**config.mk**
```make
export PLATFORM = sky130hd
export DESIGN_NAME = utf8_byte_stream_decoder
export DESIGN_NICKNAME = d
export VERILOG_FILES = /design/src/rtl/u8d_pkg.sv /design/src/rtl/utf8_byte_stream_decoder.sv /design/src/rtl/u8d_front.sv /design/src/rtl/u8d_queue.sv /design/src/rtl/u8d_back.sv
export SDC_FILE = /design/constraint.sdc
export NUM_CORES = 1
export LEC_CHECK = 0
export BUFFER_PORTS_ARGS = -buffer_cell sky130_fd_sc_hd__buf_2
export CORE_MARGIN = 1.5
export CORE_UTILIZATION = 56
export CTS_CLUSTER_DIAMETER = 80
export DETAILED_ROUTE_END_ITERATION = 8
export GPL_TIMING_DRIVEN = 1
export PLACE_DENSITY = 0.76
export SKIP_CTS_REPAIR_TIMING = 1
export SLEW_MARGIN = 25
export SYNTH_ARGS = -nofsm -noshare
export SYNTH_HDL_FRONTEND = slang
export SYNTH_SLANG_ARGS = --single-unit
```
**constraint.sdc**
```tcl
create_clock -name clk -period 3.8 [get_ports clk]
set_clock_uncertainty 0.15 [all_clocks]
set_input_delay 0.76 -clock clk [delete_from_list [all_inputs] [get_ports clk]]
set_output_delay 0.76 -clock clk [all_outputs]
set_load 0.01 [all_outputs]
```
**src/rtl/u8d_pkg.sv**
```systemverilog
// Shared types, constants and decode functions for the UTF-8 byte stream decoder.
package u8d_pkg;

    localparam int QUEUE_DEPTH = 4;

    localparam logic [2:0] GROUP_MAX = 3'd4;

    localparam logic [7:0] BOM_BYTE0 = 8'hEF;
    localparam logic [7:0] BOM_BYTE1 = 8'hBB;
    localparam logic [7:0] BOM_BYTE2 = 8'hBF;

    typedef logic [3:0][7:0] group_t;

    typedef struct packed {
        logic [20:0] code_point;
        logic        code_valid;
        logic        string_aborted;
        logic        run_last;
    } result_t;

    typedef struct packed {
        result_t first;
        result_t second;
        logic    two;
    } record_t;

    function automatic logic is_bom(group_t g, logic [2:0] n);
        return (n == 3'd3) && (g[0] == BOM_BYTE0) && (g[1] == BOM_BYTE1) &&
               (g[2] == BOM_BYTE2);
    endfunction

    function automatic logic [20:0] decode_group(group_t g, logic [2:0] n);
        logic [20:0] cp;
        case (n)
            3'd1:    cp = {14'd0, g[0][6:0]};
            3'd2:    cp = {10'd0, g[0][4:0], g[1][5:0]};
            3'd3:    cp = {5'd0, g[0][3:0], g[1][5:0], g[2][5:0]};
            3'd4:    cp = {g[0][2:0], g[1][5:0], g[2][5:0], g[3][5:0]};
            default: cp = 21'd0;
        endcase
        return cp;
    endfunction

endpackage

```
**src/rtl/utf8_byte_stream_decoder.sv**
```systemverilog
// Top level of the UTF-8 byte stream decoder.
// Takes one byte per cycle on s_axis (tlast marks the end of a string) and returns
// code points on m_axis. An input transaction is accepted in the cycle it arrives while
// the record queue (QUEUE_DEPTH entries) has room; the output register sends one result
// per cycle while m_axis_tready is high, so a byte that both closes a group and ends the
// string yields two results, and a byte that only joins a group yields none. Each record
// passes through the record queue and then the output register.
module utf8_byte_stream_decoder
#(
    parameter int QUEUE_DEPTH = u8d_pkg::QUEUE_DEPTH
)
(
    input  logic        clk,
    input  logic        rst_n,
    input  logic        s_axis_tvalid,
    output logic        s_axis_tready,
    input  logic [7:0]  s_axis_tdata,   // [7:0] data_byte
    input  logic        s_axis_tlast,
    output logic        m_axis_tvalid,
    input  logic        m_axis_tready,
    output logic [23:0] m_axis_tdata,   // [20:0] code_point, [23:21] zero
    output logic [1:0]  m_axis_tuser,   // [0] code_valid, [1] string_aborted
    output logic        m_axis_tlast
);

    logic             push;
    u8d_pkg::record_t push_record;
    logic             queue_full;
    logic             pop;
    logic             head_valid;
    u8d_pkg::record_t head_record;
    u8d_pkg::result_t out_result;

    u8d_front u_front
    (
        .clk           (clk),
        .rst_n         (rst_n),
        .in_valid      (s_axis_tvalid),
        .in_ready      (s_axis_tready),
        .data_byte     (s_axis_tdata),
        .end_of_string (s_axis_tlast),
        .queue_full    (queue_full),
        .push          (push),
        .push_record   (push_record)
    );

    u8d_queue
    #(
        .DEPTH (QUEUE_DEPTH)
    )
    u_queue
    (
        .clk         (clk),
        .rst_n       (rst_n),
        .push        (push),
        .push_record (push_record),
        .full        (queue_full),
        .pop         (pop),
        .head_valid  (head_valid),
        .head_record (head_record)
    );

    u8d_back u_back
    (
        .clk         (clk),
        .rst_n       (rst_n),
        .head_valid  (head_valid),
        .head_record (head_record),
        .pop         (pop),
        .out_valid   (m_axis_tvalid),
        .out_ready   (m_axis_tready),
        .out_result  (out_result)
    );

    assign m_axis_tdata = {3'd0, out_result.code_point};
    assign m_axis_tuser = {out_result.string_aborted, out_result.code_valid};
    assign m_axis_tlast = out_result.run_last;

endmodule

```
**src/rtl/u8d_front.sv**
```systemverilog
// Front end: gathers bytes into groups and builds the result record of each item.
module u8d_front
(
    input  logic               clk,
    input  logic               rst_n,
    input  logic               in_valid,
    output logic               in_ready,
    input  logic [7:0]         data_byte,
    input  logic               end_of_string,
    input  logic               queue_full,
    output logic               push,
    output u8d_pkg::record_t   push_record
);

    u8d_pkg::group_t pending_reg;
    u8d_pkg::group_t pending_next;
    logic [2:0]      count_reg;
    logic [2:0]      count_next;
    logic            aborted_reg;
    logic            aborted_next;

    logic            accept;
    logic            byte_ok;
    logic            closes;
    logic            close_grp;
    logic            close_res;
    u8d_pkg::group_t base_g;
    logic [2:0]      base_n;
    u8d_pkg::group_t g_after;
    logic [2:0]      n_after;
    logic            ab_after;
    u8d_pkg::result_t close_result;
    u8d_pkg::result_t end_result;

    assign in_ready = !queue_full;
    assign accept   = in_valid && in_ready;

    always_comb
    begin
        byte_ok   = (data_byte != 8'd0) && !aborted_reg;
        closes    = !data_byte[7] || (data_byte[7:6] == 2'b11);
        close_grp = byte_ok && closes && (count_reg != 3'd0);
        close_res = close_grp && !u8d_pkg::is_bom(pending_reg, count_reg);

        base_g = close_grp ? '0 : pending_reg;
        base_n = close_grp ? 3'd0 : count_reg;

        g_after  = pending_reg;
        n_after  = count_reg;
        ab_after = aborted_reg;
        if (byte_ok)
        begin
            if (base_n >= u8d_pkg::GROUP_MAX)
            begin
                g_after  = '0;
                n_after  = 3'd0;
                ab_after = 1'b1;
            end
            else
            begin
                g_after              = base_g;
                g_after[base_n[1:0]] = data_byte;
                n_after              = 3'(base_n + 3'd1);
            end
        end

        close_result.code_point     = u8d_pkg::decode_group(pending_reg, count_reg);
        close_result.code_valid     = 1'b1;
        close_result.string_aborted = 1'b0;
        close_result.run_last       = 1'b0;

        end_result.code_point     = 21'd0;
        end_result.code_valid     = 1'b0;
        end_result.string_aborted = 1'b0;
        end_result.run_last       = 1'b1;
        if (ab_after)
        begin
            end_result.string_aborted = 1'b1;
        end
        else if ((n_after != 3'd0) && !u8d_pkg::is_bom(g_after, n_after))
        begin
            end_result.code_point = u8d_pkg::decode_group(g_after, n_after);
            end_result.code_valid = 1'b1;
        end

        if (close_res)
        begin
            push_record.first  = close_result;
            push_record.second = end_result;
            push_record.two    = end_of_string;
        end
        else
        begin
            push_record.first  = end_result;
            push_record.second = end_result;
            push_record.two    = 1'b0;
        end
        push = accept && (close_res || end_of_string);

        if (end_of_string)
        begin
            pending_next = '0;
            count_next   = 3'd0;
            aborted_next = 1'b0;
        end
        else
        begin
            pending_next = g_after;
            count_next   = n_after;
            aborted_next = ab_after;
        end
    end

    always_ff @(posedge clk or negedge rst_n)
    begin
        if (!rst_n)
        begin
            pending_reg <= '0;
            count_reg   <= 3'd0;
            aborted_reg <= 1'b0;
        end
        else if (accept)
        begin
            pending_reg <= pending_next;
            count_reg   <= count_next;
            aborted_reg <= aborted_next;
        end
    end

endmodule

```
**src/rtl/u8d_queue.sv**
```systemverilog
// Short record queue between the front end and the output stage.
module u8d_queue
#(
    parameter int DEPTH = u8d_pkg::QUEUE_DEPTH
)
(
    input  logic             clk,
    input  logic             rst_n,
    input  logic             push,
    input  u8d_pkg::record_t push_record,
    output logic             full,
    input  logic             pop,
    output logic             head_valid,
    output u8d_pkg::record_t head_record
);

    localparam int AW = (DEPTH > 1) ? $clog2(DEPTH) : 1;
    localparam int CW = $clog2(DEPTH + 1);
    localparam logic [AW-1:0] LAST_SLOT = AW'(DEPTH - 1);
    localparam logic [CW-1:0] FULL_COUNT = CW'(DEPTH);

    u8d_pkg::record_t mem_reg [DEPTH];
    logic [AW-1:0]    wr_ptr_reg;
    logic [AW-1:0]    rd_ptr_reg;
    logic [CW-1:0]    count_reg;
    logic [CW-1:0]    count_next;

    assign full        = (count_reg == FULL_COUNT);
    assign head_valid  = (count_reg != '0);
    assign head_record = mem_reg[rd_ptr_reg];

    always_comb
    begin
        count_next = count_reg;
        if (push && !pop)
        begin
            count_next = CW'(count_reg + 1'b1);
        end
        else if (pop && !push)
        begin
            count_next = CW'(count_reg - 1'b1);
        end
    end

    always_ff @(posedge clk)
    begin
        if (push)
        begin
            mem_reg[wr_ptr_reg] <= push_record;
        end
    end

    always_ff @(posedge clk or negedge rst_n)
    begin
        if (!rst_n)
        begin
            wr_ptr_reg <= '0;
            rd_ptr_reg <= '0;
            count_reg  <= '0;
        end
        else
        begin
            if (push)
            begin
                wr_ptr_reg <= (wr_ptr_reg == LAST_SLOT) ? '0 : AW'(wr_ptr_reg + 1'b1);
            end
            if (pop)
            begin
                rd_ptr_reg <= (rd_ptr_reg == LAST_SLOT) ? '0 : AW'(rd_ptr_reg + 1'b1);
            end
            count_reg <= count_next;
        end
    end

endmodule

```
**src/rtl/u8d_back.sv**
```systemverilog
// Output stage: unpacks each record into one or two result transactions.
module u8d_back
(
    input  logic             clk,
    input  logic             rst_n,
    input  logic             head_valid,
    input  u8d_pkg::record_t head_record,
    output logic             pop,
    output logic             out_valid,
    input  logic             out_ready,
    output u8d_pkg::result_t out_result
);

    logic             out_valid_reg;
    logic             out_valid_next;
    u8d_pkg::result_t out_result_reg;
    u8d_pkg::result_t out_result_next;
    logic             second_reg;
    logic             second_next;
    logic             load;

    assign out_valid  = out_valid_reg;
    assign out_result = out_result_reg;
    assign load       = !out_valid_reg || out_ready;

    always_comb
    begin
        out_valid_next  = out_valid_reg;
        out_result_next = out_result_reg;
        second_next     = second_reg;
        pop             = 1'b0;
        if (load)
        begin
            out_valid_next = head_valid;
            if (head_valid)
            begin
                if (head_record.two && !second_reg)
                begin
                    out_result_next = head_record.first;
                    second_next     = 1'b1;
                end
                else
                begin
                    out_result_next = second_reg ? head_record.second : head_record.first;
                    second_next     = 1'b0;
                    pop             = 1'b1;
                end
            end
        end
    end

    always_ff @(posedge clk or negedge rst_n)
    begin
        if (!rst_n)
        begin
            out_valid_reg <= 1'b0;
            second_reg    <= 1'b0;
        end
        else
        begin
            out_valid_reg <= out_valid_next;
            second_reg    <= second_next;
        end
    end

    always_ff @(posedge clk)
    begin
        out_result_reg <= out_result_next;
    end

`ifndef NO_ASSERTIONS
    a_second_has_head: assert property (@(posedge clk) disable iff (!rst_n)
        second_reg |-> head_valid)
        else $error("second half pending with empty queue");

    a_pop_has_head: assert property (@(posedge clk) disable iff (!rst_n)
        pop |-> head_valid && load)
        else $error("pop without a head record or output slot");

    a_abort_is_final: assert property (@(posedge clk) disable iff (!rst_n)
        out_valid_reg && out_result_reg.string_aborted |->
            out_result_reg.run_last && !out_result_reg.code_valid)
        else $error("abort flag on a non-final or valid result");
`endif

endmodule

```
==> impl_metrics.csv <==
group,metric,value,unit
sta,period_needed,3570,ps
sta,fmax,0.280,GHz
clocking,cts_tree,"yes",
power_and_ir_drop,ir_drop,0.372,mV
route,final_antenna_net_count,0,
worst_setup_path,r2r-start,"u_front.count_reg[1]$_DFFE_PN0P_",
floorplan,die_x,148,microns
route,wirelength,30500,microns
route,dr.pass1.iters,6,
sta,slew_headroom,32.4,%
grt,grt_pass1_wl,47500,microns
worst_setup_path,arrival,3650,ps
floorplan,start_util,57.6,%
clocking,cts_max_level,1,
sta,grt_setup_unrepaired,"false",
grt,grt_use_total,28.7,%
clocking,cts_buffer_depth,3,
yosys,synth-xor-area-share,0.298,%
sta,setup_viol,0,
yosys,yosys.area_share.simple,9.50,%
worst_setup_path,required,3880,ps
yosys,netlist_instances,838,
final_layout,insertedDiodeCount,0,
route,vias,8135,
yosys,synth.ff_latch_count,259,
yosys,yosysSeqAreaShare,64.3,%
floorplan,ios,42,
yosys,synth_area_leaders,"edfxtp_1, mux4_2, dfrtp_1",
final_layout,largest_reg_flops,192,
yosys,ys_types,65,
yosys,synth_area,11800,sq um
clocking,path_clk_slew,60,ps
final_layout,area_growth,17.9,%
route,drc_errors,0,
sta,period_share,93.9,%
worst_setup_path,worstSetupPathType,"input port to register",
route,drt_first_iter_violations,856,
yosys,postSynthAreaPerCell,14.0,sq um
place,placed_cells,1192,
floorplan,die_area,21900,sq um
place,dp_hpwl,20300,microns
hold_path,hold_class,"input port to asynchronous set/reset pin",
clocking,cts-root-buf,"clkbuf_16",
place,gp_congestion,1.03,
power_and_ir_drop,p_leak,5.07,nW
final_layout,finalNetCount,974,
run_status,status,"completed",
final_layout,final_common_cell,"edfxtp_1",
route,avgViaCountPerCell,6.56,
floorplan,core-area,20400,sq um
worst_setup_path,reg2reg_depth,9,
grt,grt_max_degree,50,
flow_run,drv_cap,0,
yosys,synth_top_family_by_area,"compound AO/OA/AOI/OAI gates",
final_layout,drive_gt1_share,26.8,%
floorplan,num_rows,52,
floorplan,die_h,148,microns
yosys,synth_mux_area_share,10.5,%
clocking,insertion_delay,520,ps
power_and_ir_drop,p_per_area,682,nW/um^2
worst_setup_path,reg2reg_slack,270,ps
yosys,synth_fa_ha_area_share,1.23,%
yosys,synth-compound-area-share,11.4,%
yosys,synth_edf_count,216,
worst_setup_path,cp_max_fo,21,
final_layout,final_cell_mix,"edfxtp_1, nand2_1, buf_4",
final_layout,fill_cells,1413,
sta,hold_viol,0,
yosys,synth_top_area_cell,"edfxtp_1",
yosys,netlist.area_leader.share,55.2,%
worst_setup_path,r2r-end,"u_queue.mem_reg[2][29]$_DFFE_PP_",
worst_setup_path,worstSetupStartpointType,"input port",
sta,worstMarginPinSlew,1010,ps
yosys,async_reset_ff_share,16.6,%
place,port_buffers,38,
sta,finalMaxSlewViolations,0,
grt,grt-ovfl-total,0,
clocking,numCtsBuffers,26,
sta,hold-worst-slack,131,ps
final_layout,layout.cells.non_filler,1240,
route,wire_per_inst,24.6,microns
clocking,cts_num_sinks,259,
grt,antenna_found_initial,0,
yosys,ys.flop_type,"edfxtp_1",
grt,first_global_vias,8111,
yosys,yosys_warnings,0,
worst_setup_path,crit_path_end_kind,"register",
[cell type report]
| cell class | instances | area, sq um | area share, % |
|---|---|---|---|
| Multi-Input combinational cell | 509 | 3990 | 28.7 |
| Inverter | 18 | 67.6 | 0.487 |
| Sequential cell | 259 | 7570 | 54.6 |
| Tap cell | 270 | 338 | 2.44 |
| Clock inverter | 15 | 160 | 1.16 |
| Timing Repair Buffer | 136 | 1040 | 7.49 |
| Clock buffer | 33 | 708 | 5.11 |
[worst max-delay path, stage by stage]
cell	delay [ps]
buf_2	120
nor4_4	300
a21o_2	250
o21ai_4	90
inv_1	110
ha_2	220
buf_4	140
o21ai_1	150
a32oi_1	310
nand4b_1	230
nor4_4	70
buf_12	160
buf_12	140
nor4_1	570
[report_power, final]
part / internal (mW) / switching (mW)
Combinational: 1.19 / 1.66
Sequential: 3.78 / 0.247
Clock: 1.53 / 1.06
Total: 6.50 / 2.96
[layer usage]
layer	track usage, %	wire [microns]	vias up
met4	12.1	1250	0
met3	4.48	2620	94
met5	0	0	-
li1	-	-	3507
met2	44.7	14300	498
met1	41.0	12300	4036
[worst max path at each step]
stage / startpoint / end / depth (start not counted)
floorplan: s_axis_tdata[1] / u_queue.mem_reg[0][42]$_DFFE_PP_ / 15
global placement: s_axis_tdata[7] / u_queue.mem_reg[1][5]$_DFFE_PP_ / 15
detailed placement: s_axis_tdata[5] / u_queue.mem_reg[3][13]$_DFFE_PP_ / 15
CTS: s_axis_tdata[5] / u_queue.mem_reg[2][11]$_DFFE_PP_ / 15
global route: s_axis_tdata[5] / u_queue.mem_reg[2][11]$_DFFE_PP_ / 15
finish: s_axis_tdata[3] / u_queue.mem_reg[3][11]$_DFFE_PP_ / 14
[cell usage after synthesis (3+ instances only)]
| library cell | count |
|---|---|
| o21ai_0 | 39 |
| nor2_1 | 42 |
| and2_1 | 8 |
| mux2_2 | 5 |
| and3_1 | 10 |
| nand3b_1 | 3 |
| mux2i_1 | 10 |
| buf_2 | 4 |
| a221oi_1 | 3 |
| a32oi_1 | 12 |
| nand3_1 | 10 |
| ha_1 | 10 |
| nor3_1 | 16 |
| nor4_1 | 4 |
| inv_1 | 17 |
| a31oi_1 | 6 |
| clkbuf_1 | 33 |
| o32ai_1 | 15 |
| nand4b_1 | 4 |
| a22oi_1 | 17 |
| nand2b_1 | 4 |
| dfrtp_1 | 43 |
| nand2_1 | 116 |
| a32o_1 | 7 |
| nor2b_1 | 11 |
| nand4_1 | 6 |
| a21o_1 | 5 |
| a211oi_1 | 10 |
| o21ai_1 | 7 |
| edfxtp_1 | 216 |
| o22a_1 | 4 |
| a22o_1 | 5 |
| buf_1 | 10 |
| a21oi_1 | 23 |
| mux4_2 | 48 |
| o22ai_1 | 16 |
| buf_4 | 4 |
| buf_6 | 3 |
[through the flow]
step | setup TNS [ps] | setup WS (ps) | cell area, sq um | power (mW) | util, %
6_report | 0 | 232 | 13900 | 9.46 | 67.9
5_1_grt | 0 | 35.1 | 13900 | 9.88 | 67.9
4_1_cts | 0 | 333 | 13900 | 9.50 | 67.9
3_5_place_dp | -11640 | -181 | 13000 | 6.92 | 63.6
3_3_place_gp | -4470 | -74.9 | 13000 | 6.83 | 63.6
2_1_floorplan | 0 | 13.3 | 11900 | 5.89 | -
[kinds of logic after synthesis]
group / Yosys count
flip-flops: 259
AND/OR/NAND/NOR: 240
AO/OA/AOI/OAI: 188
buffers and inverters: 72
multiplexers: 63
adder cells (fa/ha/maj): 11
XOR/XNOR: 4
other: 1
(Power assumes the default switching activity.)
